==> src/esd_pkg.sv <==
// esd_pkg: constants, sequencer state type and month length table for the
// epoch seconds to calendar date converter; no dependencies
`default_nettype none

package esd_pkg;

    localparam int unsigned SecsPerDay   = 86400;
    localparam int unsigned SecsPerHour  = 3600;
    localparam int unsigned SecsPerMin   = 60;
    localparam int unsigned BaseYear     = 1970;
    localparam int unsigned DaysPerYear  = 365;
    localparam int unsigned DaysLeapYear = 366;
    // first day number past 2099-12-31
    localparam int unsigned FirstBadDay  = 47482;
    localparam int unsigned LastMonth    = 11;

    typedef enum logic [2:0] {
        S_IDLE,
        S_DAYS,
        S_HOUR,
        S_MIN,
        S_YEAR,
        S_MONTH,
        S_DONE
    } t_state;

    function automatic logic [4:0] month_len(input logic [3:0] mon, input logic leap);
        logic [4:0] len;
        case (mon)
            4'd0:    len = 5'd31;
            4'd1:    len = leap ? 5'd29 : 5'd28;
            4'd2:    len = 5'd31;
            4'd3:    len = 5'd30;
            4'd4:    len = 5'd31;
            4'd5:    len = 5'd30;
            4'd6:    len = 5'd31;
            4'd7:    len = 5'd31;
            4'd8:    len = 5'd30;
            4'd9:    len = 5'd31;
            4'd10:   len = 5'd30;
            4'd11:   len = 5'd31;
            default: len = 5'd31;
        endcase
        return len;
    endfunction

endpackage

`default_nettype wire

==> src/epoch_seconds_to_date_unit.sv <==
// epoch_seconds_to_date_unit: seconds since 1970-01-01 00:00:00 to calendar
// date and time of day with one shared subtract and compare unit; uses esd_pkg
//
// usage
// - input channel i_in_valid / o_in_ready carries i_epoch_seconds; one
//   transaction in gives exactly one transaction out on o_out_valid /
//   i_out_ready with year, month, day, hour, minute, second, out_of_range
// - a single 32 bit subtractor/comparator does all the work under a
//   sequencer: 16 restoring steps for the day count, 5 for the hour, 6 for
//   the minute, one per whole year consumed (up to 129) and one per month
//   (up to 11), each walk ending in one failing compare (the month walk may
//   also end at December), and a final load step into the output register
// - inputs past 2099-12-31 23:59:59 skip the calendar walk and go straight
//   to the load step
// - o_in_ready is high only while the sequencer is idle, so one item is in
//   work at a time; the result sits in an output register, so a new item
//   is taken while an earlier result waits for i_out_ready
// - if the receiver stalls with a result still held, a finished item waits
//   in the sequencer until the register frees
// - synchronous active low reset empties the sequencer and the output
//   register; no clearing pass, ready once reset has set the sequencer idle
`default_nettype none

module epoch_seconds_to_date_unit (
    input  wire logic        i_clk,
    input  wire logic        i_rst_n,
    input  wire logic        i_in_valid,
    output logic             o_in_ready,
    input  wire logic [31:0] i_epoch_seconds,
    output logic             o_out_valid,
    input  wire logic        i_out_ready,
    output logic [11:0]      o_year,
    output logic [3:0]       o_month,
    output logic [4:0]       o_day,
    output logic [4:0]       o_hour,
    output logic [5:0]       o_minute,
    output logic [5:0]       o_second,
    output logic             o_out_of_range
);

    esd_pkg::t_state r_state, n_state;
    logic [3:0]  r_cnt, n_cnt;
    logic [31:0] r_acc, n_acc;
    logic [15:0] r_quo, n_quo;
    logic [15:0] r_days, n_days;
    logic [4:0]  r_hour, n_hour;
    logic [5:0]  r_min, n_min;
    logic [5:0]  r_sec, n_sec;
    logic [7:0]  r_yoff, n_yoff;
    logic [3:0]  r_mon, n_mon;
    logic        r_oor, n_oor;

    logic        r_out_valid, n_out_valid;
    logic        w_load;
    logic [11:0] r_o_year;
    logic [3:0]  r_o_month;
    logic [4:0]  r_o_day;
    logic [4:0]  r_o_hour;
    logic [5:0]  r_o_min;
    logic [5:0]  r_o_sec;
    logic        r_o_oor;

    // shared subtract and compare unit
    logic [31:0] w_op;
    logic [32:0] w_diff;
    logic        w_ge;
    logic        w_leap;
    logic [15:0] w_quo_sh;

    assign w_leap   = (r_yoff[1:0] == 2'd2);
    assign w_diff   = {1'b0, r_acc} - {1'b0, w_op};
    assign w_ge     = ~w_diff[32];
    assign w_quo_sh = {r_quo[14:0], w_ge};

    always_comb begin
        case (r_state)
            esd_pkg::S_DAYS:  w_op = 32'(esd_pkg::SecsPerDay) << r_cnt;
            esd_pkg::S_HOUR:  w_op = 32'(esd_pkg::SecsPerHour) << r_cnt;
            esd_pkg::S_MIN:   w_op = 32'(esd_pkg::SecsPerMin) << r_cnt;
            esd_pkg::S_YEAR:  w_op = w_leap ? 32'(esd_pkg::DaysLeapYear)
                                            : 32'(esd_pkg::DaysPerYear);
            esd_pkg::S_MONTH: w_op = {27'd0, esd_pkg::month_len(r_mon, w_leap)};
            default:          w_op = 32'd0;
        endcase
    end

    always_ff @(posedge i_clk) begin
        if (!i_rst_n) begin
            r_state     <= esd_pkg::S_IDLE;
            r_out_valid <= 1'b0;
        end else begin
            r_state     <= n_state;
            r_out_valid <= n_out_valid;
        end
    end

    always_ff @(posedge i_clk) begin
        r_cnt  <= n_cnt;
        r_acc  <= n_acc;
        r_quo  <= n_quo;
        r_days <= n_days;
        r_hour <= n_hour;
        r_min  <= n_min;
        r_sec  <= n_sec;
        r_yoff <= n_yoff;
        r_mon  <= n_mon;
        r_oor  <= n_oor;
        if (w_load) begin
            r_o_year  <= r_oor ? 12'd0 : 12'(esd_pkg::BaseYear) + {4'd0, r_yoff};
            r_o_month <= r_oor ? 4'd0 : r_mon + 4'd1;
            r_o_day   <= r_oor ? 5'd0 : r_acc[4:0] + 5'd1;
            r_o_hour  <= r_hour;
            r_o_min   <= r_min;
            r_o_sec   <= r_sec;
            r_o_oor   <= r_oor;
        end
    end

    always_comb begin
        n_state     = r_state;
        n_cnt       = r_cnt;
        n_acc       = r_acc;
        n_quo       = r_quo;
        n_days      = r_days;
        n_hour      = r_hour;
        n_min       = r_min;
        n_sec       = r_sec;
        n_yoff      = r_yoff;
        n_mon       = r_mon;
        n_oor       = r_oor;
        w_load      = 1'b0;
        n_out_valid = r_out_valid & ~i_out_ready;
        o_in_ready  = (r_state == esd_pkg::S_IDLE);

        case (r_state)
            esd_pkg::S_IDLE: begin
                if (i_in_valid) begin
                    n_acc   = i_epoch_seconds;
                    n_quo   = 16'd0;
                    n_cnt   = 4'd15;
                    n_state = esd_pkg::S_DAYS;
                end
            end
            esd_pkg::S_DAYS: begin
                if (w_ge) begin
                    n_acc = w_diff[31:0];
                end
                n_quo = w_quo_sh;
                n_cnt = r_cnt - 4'd1;
                if (r_cnt == 4'd0) begin
                    n_days  = w_quo_sh;
                    n_quo   = 16'd0;
                    n_cnt   = 4'd4;
                    n_state = esd_pkg::S_HOUR;
                end
            end
            esd_pkg::S_HOUR: begin
                if (w_ge) begin
                    n_acc = w_diff[31:0];
                end
                n_quo = w_quo_sh;
                n_cnt = r_cnt - 4'd1;
                if (r_cnt == 4'd0) begin
                    n_hour  = w_quo_sh[4:0];
                    n_quo   = 16'd0;
                    n_cnt   = 4'd5;
                    n_state = esd_pkg::S_MIN;
                end
            end
            esd_pkg::S_MIN: begin
                if (w_ge) begin
                    n_acc = w_diff[31:0];
                end
                n_quo = w_quo_sh;
                n_cnt = r_cnt - 4'd1;
                if (r_cnt == 4'd0) begin
                    n_min   = w_quo_sh[5:0];
                    n_sec   = w_ge ? w_diff[5:0] : r_acc[5:0];
                    n_acc   = {16'd0, r_days};
                    n_yoff  = 8'd0;
                    n_mon   = 4'd0;
                    n_oor   = (r_days >= 16'(esd_pkg::FirstBadDay));
                    n_state = n_oor ? esd_pkg::S_DONE : esd_pkg::S_YEAR;
                end
            end
            esd_pkg::S_YEAR: begin
                if (w_ge) begin
                    n_acc  = w_diff[31:0];
                    n_yoff = r_yoff + 8'd1;
                end else begin
                    n_state = esd_pkg::S_MONTH;
                end
            end
            esd_pkg::S_MONTH: begin
                if (w_ge && (r_mon < 4'(esd_pkg::LastMonth))) begin
                    n_acc = w_diff[31:0];
                    n_mon = r_mon + 4'd1;
                end else begin
                    n_state = esd_pkg::S_DONE;
                end
            end
            esd_pkg::S_DONE: begin
                if (!r_out_valid || i_out_ready) begin
                    w_load      = 1'b1;
                    n_out_valid = 1'b1;
                    n_state     = esd_pkg::S_IDLE;
                end
            end
            default: begin
                n_state = esd_pkg::S_IDLE;
            end
        endcase
    end

    assign o_out_valid    = r_out_valid;
    assign o_year         = r_o_year;
    assign o_month        = r_o_month;
    assign o_day          = r_o_day;
    assign o_hour         = r_o_hour;
    assign o_minute       = r_o_min;
    assign o_second       = r_o_sec;
    assign o_out_of_range = r_o_oor;

`ifndef SYNTHESIS
    a_start: assert property (@(posedge i_clk) disable iff (!i_rst_n)
        (i_in_valid && o_in_ready) |=> (r_state == esd_pkg::S_DAYS))
        else $error("accepted transaction did not start the day division");

    a_tod_rem: assert property (@(posedge i_clk) disable iff (!i_rst_n)
        (r_state == esd_pkg::S_HOUR) |-> (r_acc < 32'(esd_pkg::SecsPerDay)))
        else $error("day division remainder not below one day");

    a_year_rng: assert property (@(posedge i_clk) disable iff (!i_rst_n)
        (o_out_valid && !o_out_of_range) |->
            (o_year >= 12'd1970 && o_year <= 12'd2099))
        else $error("year out of range in result");

    a_date_rng: assert property (@(posedge i_clk) disable iff (!i_rst_n)
        (o_out_valid && !o_out_of_range) |->
            (o_month >= 4'd1 && o_month <= 4'd12 && o_day >= 5'd1 && o_hour <= 5'd23
             && o_minute <= 6'd59 && o_second <= 6'd59))
        else $error("date or time field out of range in result");

    a_oor_zero: assert property (@(posedge i_clk) disable iff (!i_rst_n)
        (o_out_valid && o_out_of_range) |->
            (o_year == 12'd0 && o_month == 4'd0 && o_day == 5'd0))
        else $error("date fields not cleared for out of range input");
`endif

endmodule

`default_nettype wire

==> config.mk <==
export PLATFORM = sky130hd
export DESIGN_NAME = epoch_seconds_to_date_unit
export DESIGN_NICKNAME = d
export VERILOG_FILES = /design/src/esd_pkg.sv /design/src/epoch_seconds_to_date_unit.sv
export SDC_FILE = /design/constraint.sdc
export NUM_CORES = 1
export LEC_CHECK = 0
export ABC_AREA = 1
export ABC_CLOCK_PERIOD_IN_PS = 6100
export BUFFER_PORTS_ARGS = -buffer_cell sky130_fd_sc_hd__buf_2
export CORE_MARGIN = 8
export CORE_UTILIZATION = 56
export DETAILED_ROUTE_END_ITERATION = 8
export PLACE_DENSITY = 0.77
export SETUP_SLACK_MARGIN = 0.5
export SLEW_MARGIN = 0
export SYNTH_ARGS = -nofsm -noshare
export SYNTH_HDL_FRONTEND = slang
export SYNTH_SLANG_ARGS = --single-unit
==> constraint.sdc <==
create_clock -name i_clk -period 6.1 [get_ports i_clk]
set_clock_uncertainty 0.05 [all_clocks]
set_input_delay 1.22 -clock i_clk [delete_from_list [all_inputs] [get_ports i_clk]]
set_output_delay 1.22 -clock i_clk [all_outputs]
set_load 0.05 [all_outputs]
Yosys cells after proc, flatten, opt, wreduce, memory -nomap -nowiden
Cells that the tools add are included.
Widths: inputs -> output; s select.
{"block": "word_totals", "reg_bits": 140, "latch_bits": 0, "mem_bits_rw": 0, "rom_bits": 0, "input_bits": 36, "output_inout_bits": 41, "word_cells": 112, "n_memories": 0}
{"block": "op_classes", "addsub": 6, "n_mul": 0, "div": 0, "order_cmp": 2, "n_eq_ne": 21, "shift": 3, "n_mux": 36, "n_bitwise": 3, "n_reduce_logical": 22}
{"cell": "$pmux 32 s5", "n": 1}
{"cell": "$mux 32", "n": 4}
{"cell": "$pmux 32 s4", "n": 1}
{"cell": "$pmux 15 s3", "n": 1}
{"cell": "$sub 32x32->33", "n": 1}
{"cell": "$shl 12x4->32 const A", "n": 1}
{"cell": "$shl 17x4->32 const A", "n": 1}
{"cell": "$shl 6x4->32 const A", "n": 1}
{"cell": "$mux 15", "n": 2}
{"cell": "$mux 3", "n": 7}
{"cell": "$pmux 3 s7", "n": 1}
{"cell": "$mux 4", "n": 5}
{"cell": "$ne 2x2->1 const B", "n": 9}
{"cell": "$ge 16x16->1 const B", "n": 1}
{"cell": "$mux 8", "n": 2}
{"cell": "$pmux 4 s4", "n": 1}
{"cell": "$pmux 8 s2", "n": 1}
{"cell": "$add 11x8->12 const A", "n": 1}
{"cell": "$reduce_and 2->1", "n": 5}
{"cell": "$eq 3x3->1 const B", "n": 3}
{"cell": "$reduce_and 3->1", "n": 3}
{"cell": "$add 8x1->8 const B", "n": 1}
{"cell": "$eq 4x4->1 const B", "n": 2}
{"cell": "$pmux 4 s2", "n": 1}
{"cell": "28 further kinds", "n": 37}

Longest topological paths before layout
Gate-level depths: netlist (run 1).
{"block": "logic_depth", "depth_word": 9, "mapped_depth": 25, "depth_no_buf": 25}

Worst setup path before layout (run 1)
OpenSTA, ideal clock, no wires.
{"block": "synth_timing", "path_type": "flip-flop to flip-flop", "start": "reg r_mon[0]", "end": "reg r_acc[0] (enable)", "setup_ns": 0.468, "t_arrival_ns": 5.008, "required_ns": 5.582, "slack_ns": 0.574, "path_stages_with_launch": 22, "path_buffers": 1, "path_cell_list": "edfxtp_1 inv_1 ha_1 nor2_1 o21ai_0 o2111ai_1 o211ai_1 o21ai_0 ha_1 fa_1 inv_1 nand2_1 nand2_1 nand3_1 nand2_2 nand2_2 nand2_2 nand2_2 nand2_4 buf_6 a21oi_1 nor3b_1"}
{"block": "synth_between", "elab_chain_len": 9}
{"item": "start: declaration", "line": "epoch_seconds_to_date_unit.sv:50", "text": "logic [3:0] r_mon, n_mon;"}
{"item": "start signal: assignment", "line": "epoch_seconds_to_date_unit.sv:106", "text": "r_mon <= n_mon;"}
{"item": "$eq 4x4->1 (tied with other cells)", "line": "esd_pkg.sv:29", "text": "case (mon)"}
{"item": "$reduce_or 4->1 (no source line)"}
{"item": "$pmux 2 s2 (*)", "line": "esd_pkg.sv:29"}
{"item": "$pmux 32 s5 (*)", "line": "epoch_seconds_to_date_unit.sv:76", "text": "case (r_state)"}
{"item": "$sub 32x32->33 (*)", "line": "epoch_seconds_to_date_unit.sv:71", "text": "assign w_diff = {1'b0, r_acc} - {1'b0, w_op};"}
{"item": "$not 1->1 (*)", "line": "epoch_seconds_to_date_unit.sv:72", "text": "assign w_ge = ~w_diff[32];"}
{"item": "net w_ge", "line": "epoch_seconds_to_date_unit.sv:66", "text": "logic w_ge;"}
{"item": "$logic_and 1x1->1 (*)", "line": "epoch_seconds_to_date_unit.sv:195", "text": "if (w_ge && (r_mon < 4'(esd_pkg::LastMonth))) begin"}
{"item": "$ne 2x2->1 (no source line) (*)"}
{"item": "$reduce_and 3->1 (no source line) (*)"}
{"item": "end signal: assignment", "line": "epoch_seconds_to_date_unit.sv:99", "text": "r_acc <= n_acc;"}
{"item": "end: declaration", "line": "epoch_seconds_to_date_unit.sv:43", "text": "logic [31:0] r_acc, n_acc;"}
The timed path passes the listed nets; every way through them passes the cells marked *.
A chain may end at the register's enable or synchronous reset.

Worst setup path after layout (run 1)
{"block": "layout_timing", "start": "reg r_state[0]", "end": "reg r_acc[31] (enable)"}
{"block": "layout_between", "elab_chain_len": 7}
{"item": "start: declaration", "line": "epoch_seconds_to_date_unit.sv:41", "text": "esd_pkg::t_state r_state, n_state;"}
{"item": "start signal: assignment", "line": "epoch_seconds_to_date_unit.sv:89", "text": "r_state <= esd_pkg::S_IDLE;"}
{"item": "start signal: assignment", "line": "epoch_seconds_to_date_unit.sv:92", "text": "r_state <= n_state;"}
{"item": "$eq 3x3->1 (tied with other cells)", "line": "epoch_seconds_to_date_unit.sv:76, epoch_seconds_to_date_unit.sv:135"}
{"item": "$pmux 32 s5", "line": "epoch_seconds_to_date_unit.sv:76"}
{"item": "$sub 32x32->33", "line": "epoch_seconds_to_date_unit.sv:71"}
{"item": "$not 1->1", "line": "epoch_seconds_to_date_unit.sv:72"}
{"item": "$logic_and 1x1->1", "line": "epoch_seconds_to_date_unit.sv:195"}
{"item": "$ne 2x2->1 (no source line)"}
{"item": "$reduce_and 3->1 (no source line) (*)"}
Every way passes the cells marked *; elsewhere a longest branch is shown, timed or not.

==> flow_metrics.tcl, run 1 <==
set metrics [dict create \
    status "finished, final reports clean" \
    cts_buffers 17 \
    via_count_of_the_routed_design 7992 \
    worstPathRequired_ns 6.11 \
    count_of_clock_tree_sinks 140 \
    final_max_slew_viol_count 0 \
    synth_compound_gate_area_share_pct 9.367 \
    design.core.area_um2 16470 \
    tightestPinTransition_ns 1.166 \
    die_w_um 145.5 \
    post_synthesis_sequential_element_count 140 \
    r2r_cells 17 \
    synth_xor_xnor_area_share_pct 1.959 \
    netSwitchingPower_mw 3.458 \
    route.detailed.vias_per_inst 5.300 \
    critical_path.endpoint_type "flip-flop" \
    totalNegativeSetupSlack_ns 0 \
    number_of_routed_nets_with_antenna_violations 0 \
    synthSimpleGateAreaFrac_pct 28.09 \
    clk_path_buf_depth 2 \
    postCtsHoldBufs 0 \
    critical_path.reg2reg.endpoint "r_acc[31]$_DFFE_PP_" \
    clkLatencyLatePin_ns 0.43 \
    clock_power_share_pct 14.4 \
    most-common-layout-cells "sky130_fd_sc_hd__nand2_1 (328), sky130_fd_sc_hd__inv_1 (198), sky130_fd_sc_hd__nor2_1 (148)" \
    synthCells 1192 \
    row_count 47 \
    cts_resized 0 \
    min_period_ns 4.389 \
    cts_max_level 4 \
    timing.max_cap.violations 0 \
    synthAdderAreaFrac_pct 6.209 \
    cp_class "reg2reg" \
    max_clock_freq_ghz 0.2278 \
    crit_path_setup_slack_layout_ns 1.711 \
    dp_hpwl_um 18760 \
    finalPower_mw 6.750 \
    synth_top_family_by_area "simple AND/OR/NAND/NOR gates" \
    unrepaired_setup_endpoints_after_global_routing "false" \
    syn-num-nets 1274 \
    yosysSeqAreaShare_pct 44.34 \
    grt_util_met3_pct 6.312 \
    synthToLayoutAreaGrowth_pct 12.15 \
    layout.core_utilization_pct 63.96 \
    grtUsageMet2_pct 34.42 \
    drt_first_iter_violations 792 \
    synth_cell_type_count 52 \
    routabilityCongestion 0.9929 \
    p_leak_nw 4.913 \
    post-cts-setup-buffer-count 0 \
    drt-wirelength-per-cell_um 16.21 \
    floorplan.die_area_um2 21170 \
    yosysWarnings 0 \
    reg2reg_setup_slack_ns 1.71 \
    sw_frac_of_total_pct 51.22 \
    number_of_antenna_repair_diodes 0 \
    max-slew-margin-rel_pct 22.00 \
    power.share.sequential_pct 24.8 \
    post_synth_instance_area_um2 9390 \
    avgSynthCellArea_um2 7.878 \
    root_buffer "sky130_fd_sc_hd__clkbuf_16" \
    grt_overflow 0 \
    grt_pass1_wl_um 38520 \
    finalSetupViolCount 0 \
    grt.busiest_layer "met2" \
    detailedRoute.firstPassIterationCount 6 \
    global_route.usage.met1_pct 32.11 \
    edff_count_synth 136 \
    critical_path_peak_fanout 32 \
    endpoint "r_acc[31]$_DFFE_PP_" \
    proportion_of_layout_cells_with_a_drive_suffix_above_1_pct 15.45 \
    drc 0 \
    final_common_cell "sky130_fd_sc_hd__nand2_1" \
    worst_setup_hold_path_clk_slew_ns 0.07 \
    io_pins 77 \
    min_period_over_period_pct 71.95 \
    synthMuxAreaShare_pct 0 \
    pre_cts_slack_ns 1.813 \
    synth_async_sr_flop_share_pct 0 \
    fin_hold_ws_ns 0.3632 \
    final-hold-violation-count 0 \
    power-per-cell-area_nw_per_um2 641.0 \
    totalWireLength_um 24440 \
    critical_path_arrival_ns 4.40 \
    worstSetupStartpoint "r_state[0]$_SDFFE_PN0P_" \
    io_buffer_count 76 \
    critical_path.startpoint_type "flip-flop" \
    irDropWorstVdd_mv 0.2755 \
    pin_count_of_the_biggest_net_entering_global_routing 40 \
    antenna_found_initial 1 \
    p_comb_share_pct 60.8 \
    start_util_pct 57.03 \
    track_usage_pct 23.07 \
    grt_pass1_vias 7349 \
    tritoncts_clock_tree "yes" \
    min-delay-path-class "reg2reg" \
    finish.net_count 1357 \
    synth-main-ff-cell "sky130_fd_sc_hd__edfxtp_1" \
    die_height_um 145.5 \
    crit-reg2reg-launch "r_state[0]$_SDFFE_PN0P_" \
    internal_power_mw 3.293 \
]
==> worst max-delay path: stages (launching register included) <==
cell and delay (ns):
sky130_fd_sc_hd__dfxtp_1 0.55, sky130_fd_sc_hd__nor2_2 0.09, sky130_fd_sc_hd__nor2_2 0.26, sky130_fd_sc_hd__inv_1 0.14, sky130_fd_sc_hd__nor2_4 0.24, sky130_fd_sc_hd__inv_1 0.18, sky130_fd_sc_hd__o32ai_1 0.41, sky130_fd_sc_hd__inv_1 0.08
sky130_fd_sc_hd__ha_1 0.37, sky130_fd_sc_hd__nand2_2 0.12, sky130_fd_sc_hd__nor2_4 0.15, sky130_fd_sc_hd__inv_2 0.06, sky130_fd_sc_hd__nor3_4 0.18, sky130_fd_sc_hd__nand2_2 0.11, sky130_fd_sc_hd__nand2_4 0.23, sky130_fd_sc_hd__a21oi_1 0.14
sky130_fd_sc_hd__nor3b_2 0.17, sky130_fd_sc_hd__buf_4 0.43
==> worst min-delay path by stage <==
stage                   startpoint                   end  slack, ns  cells after the start
2_1_floorplan  r_hour[0]$_DFFE_PP_   o_hour[0]$_DFFE_PP_       0.35                      0
3_3_place_gp   r_hour[1]$_DFFE_PP_   o_hour[1]$_DFFE_PP_       0.35                      0
3_5_place_dp   r_quo[14]$_DFFE_PP_  r_days[15]$_DFFE_PP_       0.36                      0
4_1_cts        r_quo[14]$_DFFE_PP_  r_days[15]$_DFFE_PP_       0.36                      0
5_1_grt        r_quo[14]$_DFFE_PP_  r_days[15]$_DFFE_PP_       0.38                      0
6_report       r_quo[14]$_DFFE_PP_  r_days[15]$_DFFE_PP_       0.36                      0
==> per-layer routing <==
layer	up-vias	routed length [µm]
li1	4006	-
met1	3617	11140
met2	323	10550
met3	44	2320
met4	2	414
met5	-	14
==> through the flow <==
step,cells,area (µm²)
2_1_floorplan,1192,9390
3_3_place_gp,1476,9992
3_5_place_dp,1476,9992
4_1_cts,1508,10530
5_1_grt,1508,10530
6_report,1508,10530
==> Yosys cell counts (5+ instances only) <==
library cell,number,share of area (%)
sky130_fd_sc_hd__nand3_2,7,0.75
sky130_fd_sc_hd__a31oi_1,6,0.40
sky130_fd_sc_hd__or2_2,8,0.53
sky130_fd_sc_hd__edfxtp_1,136,43
sky130_fd_sc_hd__inv_1,198,7.9
sky130_fd_sc_hd__a21oi_1,62,3.3
sky130_fd_sc_hd__nor3_1,8,0.43
sky130_fd_sc_hd__nor2_2,6,0.40
sky130_fd_sc_hd__nand2_2,23,1.5
sky130_fd_sc_hd__xor2_1,17,1.6
sky130_fd_sc_hd__inv_2,11,0.44
sky130_fd_sc_hd__a21oi_2,7,0.65
sky130_fd_sc_hd__ha_1,45,6.0
sky130_fd_sc_hd__nand4_1,11,0.73
sky130_fd_sc_hd__nor2_1,149,6.0
sky130_fd_sc_hd__nand2_4,5,0.60
sky130_fd_sc_hd__nand2_1,328,13
sky130_fd_sc_hd__clkbuf_1,8,0.32
sky130_fd_sc_hd__a22oi_1,10,0.80
sky130_fd_sc_hd__o21bai_1,6,0.48
sky130_fd_sc_hd__nand3_1,41,2.2
sky130_fd_sc_hd__o21ai_0,32,1.7
==> power by group through the flow <==
| stage | registers, mW | clock network (mW) | logic [mW] |
|---|---|---|---|
| after floorplan | 1.67 | 0 | 3.10 |
| after global routing | 1.70 | 1.02 | 4.58 |
| final | 1.68 | 0.973 | 4.10 |
| after detailed placement | 1.69 | 0 | 4.01 |
| after CTS | 1.67 | 0.983 | 4.04 |
| after global placement | 1.68 | 0 | 3.97 |
==> layout make-up <==
class | count | area, µm²
clock buffers | 18 | 429.2
clock inverters | 14 | 110.1
fillers | 1464 | 5934
inverters | 213 | 800.8
multi-input cells | 817 | 4297
flip-flops and latches | 140 | 4164
well taps | 220 | 275.3
repair buffers | 86 | 455.4
==> flip-flops by register name, summed over array words and instances (netlist names), 4 cells and up <==
name / cells
r_acc: 32
r_days: 16
r_quo: 15
o_year: 12
r_yoff: 8
o_minute: 6
o_second: 6
r_min: 6
r_sec: 6
o_day: 5
o_hour: 5
r_hour: 5
o_month: 4
r_cnt: 4
r_mon: 4
==> cells by family after synthesis <==
kind of cell | count (synthesis)
AOI/OAI and AO/OA | 146
DFF | 140
and+or+nand+nor | 604
xor gates and xnor gates | 21
buffers and inverters | 235
adders and majority gates | 46
Note: power is estimated with default switching activity, not from simulation.
==> run 2, diff against run 1 <==
--- a/config.mk
+++ b/config.mk
@@ -5,13 +5,13 @@
 export SDC_FILE = /design/constraint.sdc
 export NUM_CORES = 1
 export LEC_CHECK = 0
-export ABC_AREA = 1
-export ABC_CLOCK_PERIOD_IN_PS = 6100
+export ABC_AREA = 0
+export ABC_CLOCK_PERIOD_IN_PS = 3900
 export BUFFER_PORTS_ARGS = -buffer_cell sky130_fd_sc_hd__buf_2
 export CORE_MARGIN = 8
-export CORE_UTILIZATION = 56
+export CORE_UTILIZATION = 55
 export DETAILED_ROUTE_END_ITERATION = 8
-export PLACE_DENSITY = 0.77
+export PLACE_DENSITY = 0.8
 export SETUP_SLACK_MARGIN = 0.5
 export SLEW_MARGIN = 0
 export SYNTH_ARGS = -nofsm -noshare
==> constraint.sdc (replaced) <==
create_clock -name i_clk -period 3.9 [get_ports i_clk]
set_clock_uncertainty 0.05 [all_clocks]
set_input_delay 0.78 -clock i_clk [delete_from_list [all_inputs] [get_ports i_clk]]
set_output_delay 0.78 -clock i_clk [all_outputs]
set_load 0.05 [all_outputs]
==> flow_metrics.tcl, run 2 <==
set metrics [dict create \
    cp_class "reg2reg" \
    status "complete, but fails checks" \
    cts_max_level 4 \
    routabilityCongestion 0.9735 \
    p_comb_share_pct 42.3 \
    reg.largest.list "r_acc (32), r_days (16), r_quo (15)" \
    io_buffer_count 76 \
    count_of_clock_tree_sinks 140 \
    synthToLayoutAreaGrowth_pct 38.19 \
    max-slew-margin-rel_pct 39.80 \
    crit_path_setup_slack_layout_ns -0.1574 \
    finish.net_count 1130 \
    die_w_um 140.1 \
    grt_overflow 0 \
    critical_path.slowest_cell "sky130_fd_sc_hd__edfxtp_1" \
    detailedRoute.firstPassIterationCount 8 \
    totalWireLength_um 26560 \
    max_clock_freq_ghz 0.2465 \
    sw_frac_of_total_pct 35.22 \
    internal_power_mw 4.033 \
    power-per-cell-area_nw_per_um2 532.0 \
    yosysWarnings 0 \
    proportion_of_layout_cells_with_a_drive_suffix_above_1_pct 38.45 \
    sum_of_buffers_and_inverters_on_the_critical_path 7 \
    root_buffer "sky130_fd_sc_hd__clkbuf_16" \
    unrepaired_setup_endpoints_after_global_routing "true" \
    worst_setup_hold_path_clk_slew_ns 0.07 \
    synthCells 836 \
    pin_count_of_the_biggest_net_entering_global_routing 40 \
    cpLargestDelayFamily "compound AO/OA/AOI/OAI gates" \
    yosysSeqAreaShare_pct 49.18 \
    regMostFlops "r_acc" \
    synth-main-ff-cell "sky130_fd_sc_hd__edfxtp_1" \
    syn-num-nets 918 \
    power.share.sequential_pct 31.4 \
    synth_cell_type_count 76 \
    worstPathRequired_ns 3.99 \
    violated_checks "negative setup slack" \
    final_common_cell "sky130_fd_sc_hd__edfxtp_1" \
    timing.max_cap.violations 0 \
    largest_register_ffs 32 \
    edff_count_synth 136 \
    leading_post_synthesis_cells_by_instance_count "sky130_fd_sc_hd__edfxtp_1 (136), sky130_fd_sc_hd__nor2_1 (81), sky130_fd_sc_hd__nand2_1 (74), sky130_fd_sc_hd__a21oi_1 (63), sky130_fd_sc_hd__o21ai_0 (62)" \
    floorplan.die_area_um2 19620 \
    synth_top_area_cell "sky130_fd_sc_hd__edfxtp_1" \
    min_period_over_period_pct 104.0 \
    pre_cts_slack_ns -0.1049 \
    netSwitchingPower_mw 2.192 \
    clock_power_share_pct 26.3 \
    via_count_of_the_routed_design 8013 \
    grt_pass1_vias 7434 \
    clkLatencyLatePin_ns 0.44 \
    critPathMaxStageDelay_ns 0.50 \
    grt_pass1_wl_um 38620 \
    number_of_antenna_repair_diodes 0 \
    min_period_ns 4.057 \
    critical_path_arrival_ns 4.15 \
    critical_path.startpoint_type "flip-flop" \
    drt_first_iter_violations 979 \
    tightestPinTransition_ns 0.9008 \
    io_pins 77 \
    row_count 45 \
    clk_path_buf_depth 2 \
    drt-wirelength-per-cell_um 21.27 \
    antenna_found_initial 0 \
    synth.top_cells.by_area "sky130_fd_sc_hd__edfxtp_1 (48%), sky130_fd_sc_hd__ha_1 (6.6%), sky130_fd_sc_hd__a21oi_1 (3.7%), sky130_fd_sc_hd__o21ai_0 (3.7%), sky130_fd_sc_hd__nor2_1 (3.6%)" \
    die_height_um 140.1 \
    crit_path_cell_trace "buf_6 > buf_6 > buf_6 > xor2_1 > a22oi_2 > o22ai_1 > nand2_1 > ha_4 > o21ai_2 > a211oi_2 > o21ai_4 > o211ai_4 > o31ai_4 > a31oi_4 > buf_12 > buf_12 > nand2_2 > nand2_2 > a21o_4 > buf_12 > buf_12" \
    finalSetupViolCount 64 \
    final-hold-violation-count 0 \
    tritoncts_clock_tree "yes" \
    p_leak_nw 4.503 \
    dp_hpwl_um 16500 \
    critical_path.endpoint_type "flip-flop" \
    worst_path_most_repeated_cell "sky130_fd_sc_hd__buf_12" \
    synth_async_sr_flop_share_pct 0 \
    irDropWorstVdd_mv 0.3605 \
    synth.most_common_cell "sky130_fd_sc_hd__edfxtp_1" \
    track_usage_pct 24.69 \
    layout.core_utilization_pct 77.25 \
    avgSynthCellArea_um2 10.13 \
    post_synthesis_sequential_element_count 140 \
    number_of_routed_nets_with_antenna_violations 0 \
    design.core.area_um2 15150 \
    cts_buffers 17 \
    drc 0 \
    most-common-layout-cells "sky130_fd_sc_hd__edfxtp_1 (136), sky130_fd_sc_hd__buf_4 (131), sky130_fd_sc_hd__buf_2 (76)" \
    route.detailed.vias_per_inst 6.416 \
    post_synth_instance_area_um2 8467 \
    critical_path_peak_fanout 11 \
    final_max_slew_viol_count 0 \
    min-delay-path-class "reg2reg" \
    post-synth-top-area-fraction_pct 48.23 \
    start_util_pct 55.90 \
]
-- run 2: cells by family (layout without fill, tap and decap cells) --
group	count (synthesis)	after routing	synth area share [%]
AOI/OAI and AO/OA	260	260	20.41
xor gates and xnor gates	45	45	4.655
and+or+nand+nor	264	264	14.50
adders and majority gates	46	46	6.886
DFF	140	140	49.18
muxes	5	5	0.6502
buffers and inverters	76	301	3.724
-- run 2: per-layer routing --
metal / up-vias / wire length (µm) / track usage (%)
met1: 3816 / 10330 / 30.25
met4: 0 / 1152 / 9.714
met5: - / 0 / 0
met3: 109 / 2210 / 5.369
met2: 513 / 12870 / 41.78
li1: 3575 / - / -
-- run 2: final timing paths --
kind	startpoint	end	slack [ns]	depth (start not counted)
min	r_hour[2]$_DFFE_PP_	o_hour[2]$_DFFE_PP_	0.37	0
min reg2reg	r_hour[2]$_DFFE_PP_	o_hour[2]$_DFFE_PP_	0.37	0
max reg2reg	r_cnt[1]$_DFFE_PP_	r_acc[1]$_DFFE_PP_	-0.16	21
max	r_cnt[1]$_DFFE_PP_	r_acc[1]$_DFFE_PP_	-0.16	21
-- run 2: cell type report --
class,count,area (µm²)
multi-input combinational,620,4656
sequential,140,4165
fill,894,3446
timing repair buffer,244,1953
clock buffer,17,425.4
tap,188,235.2
clock inverter,15,165.2
inverter,25,100.1
-- run 2: per-stage QoR --
stage | instance area [µm²] | power, mW | hold WS [ns] | instances | TNS (ns)
6_report | 11700 | 6.225 | 0.3690 | 1249 | -5.503
5_1_grt | 11700 | 6.460 | 0.3723 | 1249 | -13.36
4_1_cts | 11060 | 5.743 | 0.3682 | 1226 | 0
3_5_place_dp | 9975 | 3.873 | 0.3545 | 1168 | -0.7862
3_3_place_gp | 9975 | 3.838 | 0.3521 | 1168 | -0.2977
2_1_floorplan | 8587 | 3.170 | 0.3503 | 836 | 0
-- run 2: power by group through the flow --
stage / logic [mW] / registers (mW) / clock network (mW)
2_1_floorplan: 1.26 / 1.91 / 0
3_3_place_gp: 1.89 / 1.95 / 0
3_5_place_dp: 1.92 / 1.95 / 0
4_1_cts: 2.17 / 1.93 / 1.64
5_1_grt: 2.80 / 1.97 / 1.70
6_report: 2.63 / 1.96 / 1.64
-- run 2: what timing repair did --
item                                    CTS  global route
setup buffers                            23            22
endpoints found under the setup margin   87            88
pin swaps                                16            51
hold buffers                              0             0
resized for setup                        62           108
cloned                                    3             1
==> run 3, diff against run 2 <==
--- a/config.mk
+++ b/config.mk
@@ -8,10 +8,11 @@
 export ABC_AREA = 0
 export ABC_CLOCK_PERIOD_IN_PS = 3900
 export BUFFER_PORTS_ARGS = -buffer_cell sky130_fd_sc_hd__buf_2
+export CORE_ASPECT_RATIO = 1.75
 export CORE_MARGIN = 8
 export CORE_UTILIZATION = 55
 export DETAILED_ROUTE_END_ITERATION = 8
-export PLACE_DENSITY = 0.8
+export PLACE_DENSITY = 0.78
 export SETUP_SLACK_MARGIN = 0.5
 export SLEW_MARGIN = 0
 export SYNTH_ARGS = -nofsm -noshare
==> flow_metrics.tcl, run 3 (same netlist as run 2, synthesis figures left out) <==
set metrics [dict create \
    r2r_cells 19 \
    reg.largest.list "r_acc (32), r_days (16), r_quo (15)" \
    status "complete, but fails checks" \
    min_path_cells 0 \
    placed_area_um2 10310 \
    critical_path.startpoint_type "flip-flop" \
    count_of_clock_tree_sinks 140 \
    grt_pass1_vias 8220 \
    max_clock_freq_ghz 0.2404 \
    min-delay-path-class "reg2reg" \
    p_leak_nw 4.752 \
    finalSetupViolCount 69 \
    design.core.area_um2 15240 \
    min_period_ns 4.160 \
    totalWireLength_um 29160 \
    power-per-cell-area_nw_per_um2 534.3 \
    critical_path.slowest_cell "sky130_fd_sc_hd__a222oi_1" \
    drc 1 \
    unrepaired_setup_endpoints_after_global_routing "true" \
    pin_count_of_the_biggest_net_entering_global_routing 40 \
    cpLargestDelayFamily "compound AO/OA/AOI/OAI gates" \
    root_buffer "sky130_fd_sc_hd__clkbuf_16" \
    final_common_cell "sky130_fd_sc_hd__buf_4" \
    clk_path_buf_depth 2 \
    num-fill-cells 922 \
    row_count 60 \
    start_util_pct 55.56 \
    min_period_over_period_pct 106.7 \
    worst_setup_hold_path_clk_slew_ns 0.07 \
    worst_path_most_repeated_cell "sky130_fd_sc_hd__nand2_2" \
    postCtsHoldBufs 0 \
    critPathMaxStageDelay_ns 0.46 \
    critical_path.endpoint_type "flip-flop" \
    timing.max_cap.violations 0 \
    routabilityCongestion 0.9735 \
    worstPathRequired_ns 4.00 \
    critical_path_peak_fanout 8 \
    track_usage_pct 28.38 \
    regMostFlops "r_acc" \
    drt_first_iter_violations 788 \
    final-hold-violation-count 0 \
    largest_register_ffs 32 \
    via_count_of_the_routed_design 8243 \
    route.detailed.vias_per_inst 6.312 \
    final_max_slew_viol_count 0 \
    numPlacedInstances 1216 \
    finalPower_mw 6.437 \
    totalNegativeSetupSlack_ns -9.654 \
    tritoncts_clock_tree "yes" \
    dp_hpwl_um 19270 \
    floorplan.die_area_um2 19780 \
    violated_checks "design-rule violations, negative setup slack" \
    synthToLayoutAreaGrowth_pct 42.29 \
    layout.cells.non_filler 1306 \
    most-common-layout-cells "sky130_fd_sc_hd__buf_4 (196), sky130_fd_sc_hd__edfxtp_1 (136), sky130_fd_sc_hd__buf_2 (76)" \
    sum_of_buffers_and_inverters_on_the_critical_path 5 \
    detailedRoute.firstPassIterationCount 9 \
    number_of_routed_nets_with_antenna_violations 0 \
    finish.net_count 1189 \
    cp.depth 19 \
    io_buffer_count 76 \
    die_height_um 180.1 \
    cts_max_level 4 \
    number_of_antenna_repair_diodes 0 \
    proportion_of_layout_cells_with_a_drive_suffix_above_1_pct 40.98 \
    clkLatencyLatePin_ns 0.44 \
    max-slew-margin-rel_pct 21.35 \
    critical_path_arrival_ns 4.26 \
    cts_buffers 17 \
    crit_path_cell_trace "buf_12 > buf_8 > buf_6 > nand2_2 > a32oi_2 > o221ai_2 > nand2_2 > buf_4 > ha_4 > nand2_2 > a211oi_4 > o21ai_4 > o211ai_4 > o31ai_4 > a31oi_4 > buf_6 > nor2b_4 > a222oi_1 > o21ai_1" \
    grt_pass1_wl_um 43210 \
    fin_area_um2 12050 \
    die_w_um 109.8 \
    crit_path_setup_slack_layout_ns -0.2605 \
    tightestPinTransition_ns 1.177 \
    cp_class "reg2reg" \
    grt_overflow 0 \
    antenna_found_initial 0 \
    drt-wirelength-per-cell_um 22.33 \
    irDropWorstVdd_mv 0.4140 \
    io_pins 77 \
]
==> run 3: changes by cell type in the layout (fill, tap and decap cells not counted), sizes merged, moves of 2 or more <==
cell      previous run  this run
clkinv              10         7
buf                242       302
clkinvlp             0         3
inv                 28        30
bufinv               2         0
clkbuf              19        17
==> run 3: worst register-to-register path: stages, from the launching register on <==
cell,delay [ns]
sky130_fd_sc_hd__edfxtp_1,0.45
sky130_fd_sc_hd__buf_12,0.19
sky130_fd_sc_hd__buf_8,0.14
sky130_fd_sc_hd__buf_6,0.12
sky130_fd_sc_hd__nand2_2,0.09
sky130_fd_sc_hd__a32oi_2,0.13
sky130_fd_sc_hd__o221ai_2,0.19
sky130_fd_sc_hd__nand2_2,0.18
sky130_fd_sc_hd__buf_4,0.20
sky130_fd_sc_hd__ha_4,0.27
sky130_fd_sc_hd__nand2_2,0.07
sky130_fd_sc_hd__a211oi_4,0.24
sky130_fd_sc_hd__o21ai_4,0.11
sky130_fd_sc_hd__o211ai_4,0.23
sky130_fd_sc_hd__o31ai_4,0.11
sky130_fd_sc_hd__a31oi_4,0.26
sky130_fd_sc_hd__buf_6,0.16
sky130_fd_sc_hd__nor2b_4,0.08
sky130_fd_sc_hd__a222oi_1,0.46
sky130_fd_sc_hd__o21ai_1,0.15
==> run 3: metal layers <==
layer / track usage (%) / part of all wire (%) / vias up
met5: 0 / 0 / -
met4: 19.67 / 7.9 / 0
met1: 28.44 / 33 / 3934
met2: 50.49 / 53 / 448
met3: 4.835 / 6.3 / 168
li1: - / - / 3693
==> run 3: repair_timing <==
action,in CTS,in global routing
resized for setup,107,40
gates cloned,2,0
endpoints found under the setup margin,85,88
setup buffers,37,19
pin swaps,49,51
==> run 3: final cells by class <==
| class | instances | area [µm²] | area share, % |
|---|---|---|---|
| clock buffer | 17 | 425.4 | 3.531 |
| timing repair buffer | 302 | 2313 | 19.20 |
| clock inverter | 15 | 177.7 | 1.475 |
| sequential | 140 | 4164 | 34.56 |
| inverter | 25 | 98.84 | 0.8204 |
| multi-input combinational | 621 | 4636 | 38.48 |
| tap | 186 | 232.7 | 1.932 |
==> run 3: final timing paths <==
kind	to	slack (ns)	startpoint
min	o_minute[4]$_DFFE_PP_	0.37	r_min[4]$_DFFE_PP_
max	r_acc[9]$_DFFE_PP_	-0.26	r_cnt[2]$_DFFE_PP_
max reg2reg	r_acc[9]$_DFFE_PP_	-0.26	r_cnt[2]$_DFFE_PP_
min reg2reg	o_minute[4]$_DFFE_PP_	0.37	r_min[4]$_DFFE_PP_
==> run 3: where the power goes <==
group          leakage (nW)  switching [mW]  total, mW  internal (mW)
combinational          3.17            1.42       2.83           1.40
sequential             1.30           0.122       1.95           1.82
clock                 0.283           0.798       1.66          0.864
total                  4.75            2.34       6.44           4.09
==> run 3: metrics by stage <==
step / hold WS, ns / setup slack (ns) / utilization (%)
global placement: 0.3513 / -0.06053 / 67.65
detailed placement: 0.3545 / -0.1485 / 67.65
CTS: 0.3703 / 0.003762 / 76.63
global route: 0.3722 / -0.3856 / 79.06
finish: 0.3653 / -0.2605 / 79.06
floorplan: 0.3503 / 0.1169 / -
